<file path="config.mk">
export PLATFORM = sky130hd
export DESIGN_NAME = aodg_mac
export DESIGN_NICKNAME = d
export VERILOG_FILES = /design/src/sv/aodg_pkg.sv /design/src/sv/aodg_mac.sv
export SDC_FILE = /design/constraint.sdc
export NUM_CORES = 1
export LEC_CHECK = 0
export ABC_AREA = 1
export ABC_CLOCK_PERIOD_IN_PS = 8800
export BUFFER_PORTS_ARGS = -buffer_cell sky130_fd_sc_hd__buf_4
export CAP_MARGIN = 20
export CORE_MARGIN = 2
export CORE_UTILIZATION = 46
export DETAILED_ROUTE_END_ITERATION = 16
export PLACE_DENSITY = 0.63
export SETUP_SLACK_MARGIN = 0.5
export SKIP_CTS_REPAIR_TIMING = 1
export SYNTH_ARGS = -nofsm -noshare
export SYNTH_HDL_FRONTEND = slang
export SYNTH_SLANG_ARGS = --single-unit
</file>
<file path="constraint.sdc">
create_clock -name clk -period 8.8 [get_ports clk]
set_input_delay 1.76 -clock clk [delete_from_list [all_inputs] [get_ports clk]]
set_output_delay 1.76 -clock clk [all_outputs]
set_load 0.005 [all_outputs]
</file>
<file path="src/sv/aodg_pkg.sv">
package aodg_pkg;

  typedef enum logic [1:0] {
    ST_IDLE,
    ST_STORE,
    ST_VOL,
    ST_DONE
  } aodg_state_t;

  localparam int CfgIdxWidth = 3;
  localparam int CfgDataWidth = 16;
  localparam int CoefWidth = 16;
  localparam int LenWidth = 10;

  localparam logic [CfgIdxWidth-1:0] CFG_OUTPUT_GAIN   = 3'd0;
  localparam logic [CfgIdxWidth-1:0] CFG_DELAY_LENGTH  = 3'd1;
  localparam logic [CfgIdxWidth-1:0] CFG_INVERT_PHASE  = 3'd2;
  localparam logic [CfgIdxWidth-1:0] CFG_MUTE_OUTPUT   = 3'd3;
  localparam logic [CfgIdxWidth-1:0] CFG_VOLUME        = 3'd4;

  localparam logic [CoefWidth-1:0] GAIN_RESET   = 16'd4096;
  localparam logic [CoefWidth-1:0] VOLUME_RESET = 16'd32768;

  typedef struct packed {
    logic                len_we;
    logic [LenWidth-1:0] len_value;
    logic                step;
  } aodg_dly_ctrl_t;

endpackage

</file>
<file path="src/sv/aodg_mac.sv">
module aodg_mac
  import aodg_pkg::*;
#(
  parameter int SAMPLE_WIDTH = 24
) (
  input  logic                           clk,
  input  logic                           load,
  input  logic                           frac15,
  input  logic signed [SAMPLE_WIDTH-1:0] a,
  input  logic        [CoefWidth-1:0]    b,
  output logic signed [SAMPLE_WIDTH-1:0] result
);

  localparam int PW = SAMPLE_WIDTH + CoefWidth + 1;
  localparam logic signed [PW:0] SMAX = (PW+1)'((64'd1 << (SAMPLE_WIDTH - 1)) - 64'd1);
  localparam logic signed [PW:0] SMIN = -SMAX - (PW+1)'(1);

  logic signed [PW-1:0] prod;
  logic                 frac15_q;
  logic signed [PW:0]   rsum;
  logic signed [PW:0]   shifted;

  always_ff @(posedge clk) begin
    if (load) begin
      prod     <= PW'($signed(a) * $signed({1'b0, b}));
      frac15_q <= frac15;
    end
  end

  always_comb begin
    rsum    = {prod[PW-1], prod} + (frac15_q ? (PW+1)'(1 << 14) : (PW+1)'(1 << 11));
    shifted = frac15_q ? (rsum >>> 15) : (rsum >>> 12);
    if (shifted > SMAX) begin
      result = SMAX[SAMPLE_WIDTH-1:0];
    end else if (shifted < SMIN) begin
      result = SMIN[SAMPLE_WIDTH-1:0];
    end else begin
      result = shifted[SAMPLE_WIDTH-1:0];
    end
  end

endmodule

</file>
== Yosys cells after proc, flatten, opt, wreduce, memory -nomap -nowiden ==
Index checks and enable logic that the tools add are counted.

* Register bits: 42
* Input bits: 43
* Output and inout bits: 24
* Word-level logic and storage cells: 10

* Add/subtract/negate cells: 1
* Multiply operators: 1
* Magnitude comparators: 2
* Multiplexer cells: 4

{| class="wikitable"
|+ Operators with widths
! kind !! number
|-
| 24-bit two-way mux || 2
|-
| 41-bit by 16-bit adder with 42-bit output || 1
|-
| 24-bit by 17-bit multiplier with 41-bit output || 1
|-
| 30-bit by 24-bit greater-than comparator with 1-bit output, second input constant || 1
|-
| 30-bit by 24-bit less-than comparator with 1-bit output, second input constant || 1
|-
| 29-bit two-way mux || 1
|-
| 15-bit two-way mux || 1
|}

== Logic depth before layout (Yosys ltp) ==
* Depth after elaboration: 6
* Mapped depth: 27

== Least setup slack after synthesis ==
No wires, ideal clock.

* Kind: in2reg
* Start point: input a[23]
* End point: register prod[40] (data pin)
* Library setup time: 0.260 ns
* Data arrival time: 7.092 ns
* Data required time: 8.540 ns
* Setup slack: 1.447 ns
* Cell stages on the path: 22
* Path buffers: 2
* Cell sequence: clkbuf_1 > clkbuf_1 > nand2_1 > fa_1 > fa_1 > inv_1 > fa_1 > inv_1 > fa_1 > inv_1 > fa_1 > inv_1 > fa_1 > inv_1 > ha_1 > nand2_1 > nor3_1 > nand2_1 > nor3_1 > nand3_1 > nand3_1 > xor2_1

* Longest elaborated chain between the ends: 1

{| class="wikitable"
|+ Ends and longest elaborated chain
! what !! RTL line !! RTL
|-
| from (decl) || aodg_mac.sv:9 || <nowiki>input logic signed [SAMPLE_WIDTH-1:0] a,</nowiki>
|-
| 24-bit by 17-bit multiplier with 41-bit output || aodg_mac.sv:25 || <nowiki>prod <= PW'($signed(a) * $signed({1'b0, b}));</nowiki>
|-
| to (signal assigned) || aodg_mac.sv:25 ||
|-
| to (decl) || aodg_mac.sv:18 || <nowiki>logic signed [PW-1:0] prod;</nowiki>
|}

Every way passes these cells.
A chain may end at the register's enable or synchronous reset.

== Worst setup path after layout ==
* Start point: input b[2]
* End point: register prod[40] (data pin)

* Longest elaborated chain between the ends: 1

{| class="wikitable"
|+ Ends and longest elaborated chain
! what !! RTL line !! RTL
|-
| from (decl) || aodg_mac.sv:10 || <nowiki>input logic [CoefWidth-1:0] b,</nowiki>
|-
| 24-bit by 17-bit multiplier with 41-bit output || aodg_mac.sv:25 ||
|}

Every way passes these cells.

==> impl_summary.log <==
INFO  metric final_antenna_net_count = 0
INFO  metric utilization = slightly below 50%
INFO  metric ctsLongestPathBuffers = 2
INFO  metric synth.cell_area = about 17000 um2
INFO  metric layout-drive-gt1-share = between 4 and 5%
INFO  metric totalNegativeSetupSlack = 0 ns
INFO  metric synth_enable_flop_cells = 31
INFO  metric cp-endpoint = prod[40]
INFO  metric post-place-cells = roughly 2700
INFO  metric gp_congestion = 0.913
INFO  metric totalWireLength = between 40000 and 50000 um
INFO  metric cts-buffers-inserted = 5
INFO  metric fp.dieH = 196 um
INFO  metric crit_fanout = 24
INFO  metric synth_top_cell_area_share = 44.3%
INFO  metric drtIter0Drc = between 700 and 800
INFO  metric ys_seq_elements = 31
INFO  metric std_cell_rows = 70
INFO  metric maximum_number_of_pins_on_one_net_before_global_route_repair = 33
INFO  metric ys_types = 43
INFO  metric io-pin-count = 67
INFO  metric starting_density_of_the_core = between 40% and 50%
INFO  metric finalCritPeriodShare = approximately 85%
INFO  metric worstHoldPathType = in -> reg
INFO  metric grt_antenna_before_repair = 0
INFO  metric grt_setup_unrepaired = no
INFO  metric final-max-slew-violation-count = 0
INFO  metric place.detailed.hpwl = between 30000 and 40000 um
INFO  metric num_antenna_cells = 0
INFO  metric floorplan.core_area = approximately 36000 um2
INFO  metric synth_seq_area_share = about 5.5%
INFO  metric worstMarginPinSlew = about 0.84 ns
INFO  metric syn-instance-count = about 2200
INFO  metric status = completed
INFO  metric global_route_congestion_overflow_total = 0
INFO  metric max_cap_viol_count = 0
INFO  metric chip_width = 196 um
INFO  metric grtUsageTotal = 24.5%
INFO  metric cts_max_level = 2
INFO  metric required = between 8 and 9 ns
INFO  metric yosysWarningCount = 0
INFO  metric worst-endpoint-arrival = 7.48 ns
INFO  metric post-route-cell-area = between 15000 and 20000 um2
INFO  metric crit_path_start_kind = input pin
INFO  metric grt_pass1_wl = about 74000 um
INFO  metric final-hold-violation-count = 0
INFO  metric tritoncts = done
INFO  metric critical_path.startpoint = b[2]
INFO  metric first_global_vias = ~15000
INFO  metric cp-end-kind = flop
INFO  metric timing.max_slew.rel_slack = 43.4%
INFO  metric drt-vias-per-instance = approximately 5
INFO  metric synthArstFlopShare = 0%
INFO  metric postSynthNetCount = 2763
INFO  metric cts.sinks = 31
INFO  metric worst_setup_hold_path_clk_slew = 0.05 ns
INFO  metric placement.cell_area = roughly 18000 um2
INFO  metric total_die_area = about 38000 um2
INFO  metric nets = about 2700
INFO  metric vias = 13500
INFO  metric detailedRoute.firstPassIterationCount = 5
INFO  metric dominantRegCellSynth = sky130_fd_sc_hd__edfxtp_1
INFO  metric drcViolationCount = 0
INFO  metric area_growth_from_synthesis_to_final_layout = 5.08%
INFO  metric synthTopCellsByCount = sky130_fd_sc_hd__inv_1, sky130_fd_sc_hd__nand2_1, sky130_fd_sc_hd__fa_1
INFO  metric fin_crit = between 7 and 8 ns
INFO  metric yosys-top-cells-area = sky130_fd_sc_hd__fa_1, sky130_fd_sc_hd__inv_1, sky130_fd_sc_hd__nand2_1, sky130_fd_sc_hd__ha_1, sky130_fd_sc_hd__edfxtp_1
INFO  metric wl_per_cell = 16.3 um
INFO  metric synthMostInstantiatedCell = sky130_fd_sc_hd__inv_1
INFO  metric root_buffer_selected_by_cts = sky130_fd_sc_hd__clkbuf_16
INFO  metric synth_area_per_cell = roughly 7.5 um2
INFO  metric layout.cells.non_filler = between 2000 and 3000
INFO  metric report.final.setup_viol = 0
INFO  metric timing_worst_setup_path_type = in -> reg
INFO  metric buffer_ports.inserted = 66
INFO  metric achievable_frequency = roughly 130 MHz
INFO  metric netlist.top_cell.by_area = sky130_fd_sc_hd__fa_1
## cell usage in the layout, fill, tap and decap left out, types with 4 or more instances in the layout
cell                        Yosys  routed
sky130_fd_sc_hd__nand2_2        9       9
sky130_fd_sc_hd__o21ai_0       41      41
sky130_fd_sc_hd__clkbuf_16      0       5
sky130_fd_sc_hd__ha_1         101     101
sky130_fd_sc_hd__nand2_1      632     632
sky130_fd_sc_hd__edfxtp_1      31      31
sky130_fd_sc_hd__nor3_1         9       9
sky130_fd_sc_hd__a31oi_1        8       8
sky130_fd_sc_hd__buf_4          1      68
sky130_fd_sc_hd__xor2_1        27      27
sky130_fd_sc_hd__and3_1         4       4
sky130_fd_sc_hd__a21oi_1       43      43
sky130_fd_sc_hd__nor2_1       105     105
sky130_fd_sc_hd__nand3_1       48      48
sky130_fd_sc_hd__a21o_1         8       8
sky130_fd_sc_hd__inv_1        646     646
sky130_fd_sc_hd__fa_1         375     375
sky130_fd_sc_hd__xnor2_1       21      21
sky130_fd_sc_hd__nand4_1       12      12
## through the flow
stage / setup slack, ns / hold WS (ns)
final: 1.34 / 1.66
after global placement: 1.06 / 1.94
after CTS: 1.31 / 1.66
after global routing: 0.986 / 1.66
after detailed placement: 1.04 / 1.94
after floorplan: 1.45 / 1.86
## logic make-up (layout without fill, tap and decap cells)
kind of cell	after synthesis	after routing	synth area share (%)
compound gates	114	114	3.83
xor+xnor	48	48	2.48
mux	2	2	0.118
simple gates	836	836	19.7
buf+inv	737	724	16.6
fa+ha+maj	476	476	51.8
flops	31	31	5.50
## state kept, by name, indices dropped and copies added, names as in the netlist
signal    count
frac15_q      1
prod         30
## critical path, cell delays in order
cell and delay [ns]:
sky130_fd_sc_hd__buf_4 0.28, sky130_fd_sc_hd__nand2_1 0.20, sky130_fd_sc_hd__fa_1 0.77, sky130_fd_sc_hd__fa_1 0.50, sky130_fd_sc_hd__inv_1 0.29, sky130_fd_sc_hd__fa_1 0.50
sky130_fd_sc_hd__fa_1 0.50, sky130_fd_sc_hd__fa_1 0.49, sky130_fd_sc_hd__inv_1 0.05, sky130_fd_sc_hd__fa_1 0.47, sky130_fd_sc_hd__inv_1 0.04, sky130_fd_sc_hd__ha_1 0.36
sky130_fd_sc_hd__a21oi_1 0.24, sky130_fd_sc_hd__inv_1 0.06, sky130_fd_sc_hd__a31oi_1 0.27, sky130_fd_sc_hd__o21ai_0 0.19, sky130_fd_sc_hd__a21oi_1 0.20, sky130_fd_sc_hd__nand3_1 0.11
sky130_fd_sc_hd__xor2_1 0.15
## metal layers
metal | global-route usage (%) | part of all wire [%]
met5 | 0 | 0
met4 | 5.19 | 2.3
met3 | 2.30 | 4.6
met2 | 43.3 | 49
met1 | 33.0 | 44
## cell type report
class	count	area, um2
fill	3659	18600
multi-input combinational	1476	13200
inverter	648	2430
sequential	31	931
tap	468	586
timing repair buffer	68	510
clock buffer	5	125
clock inverter	3	15.0
## worst min-delay path by stage
stage,to,cells after the start,startpoint,slack [ns]
finish,frac15_q,1,frac15,1.66
detailed placement,frac15_q,1,frac15,1.94
global placement,frac15_q,1,frac15,1.94
floorplan,frac15_q,0,frac15,1.86
global route,frac15_q,1,frac15,1.66
CTS,frac15_q,1,frac15,1.66
Power is left out: the tool's default activity adds up to more than one toggle a clock period on the data nets, which glitch-free logic cannot reach.
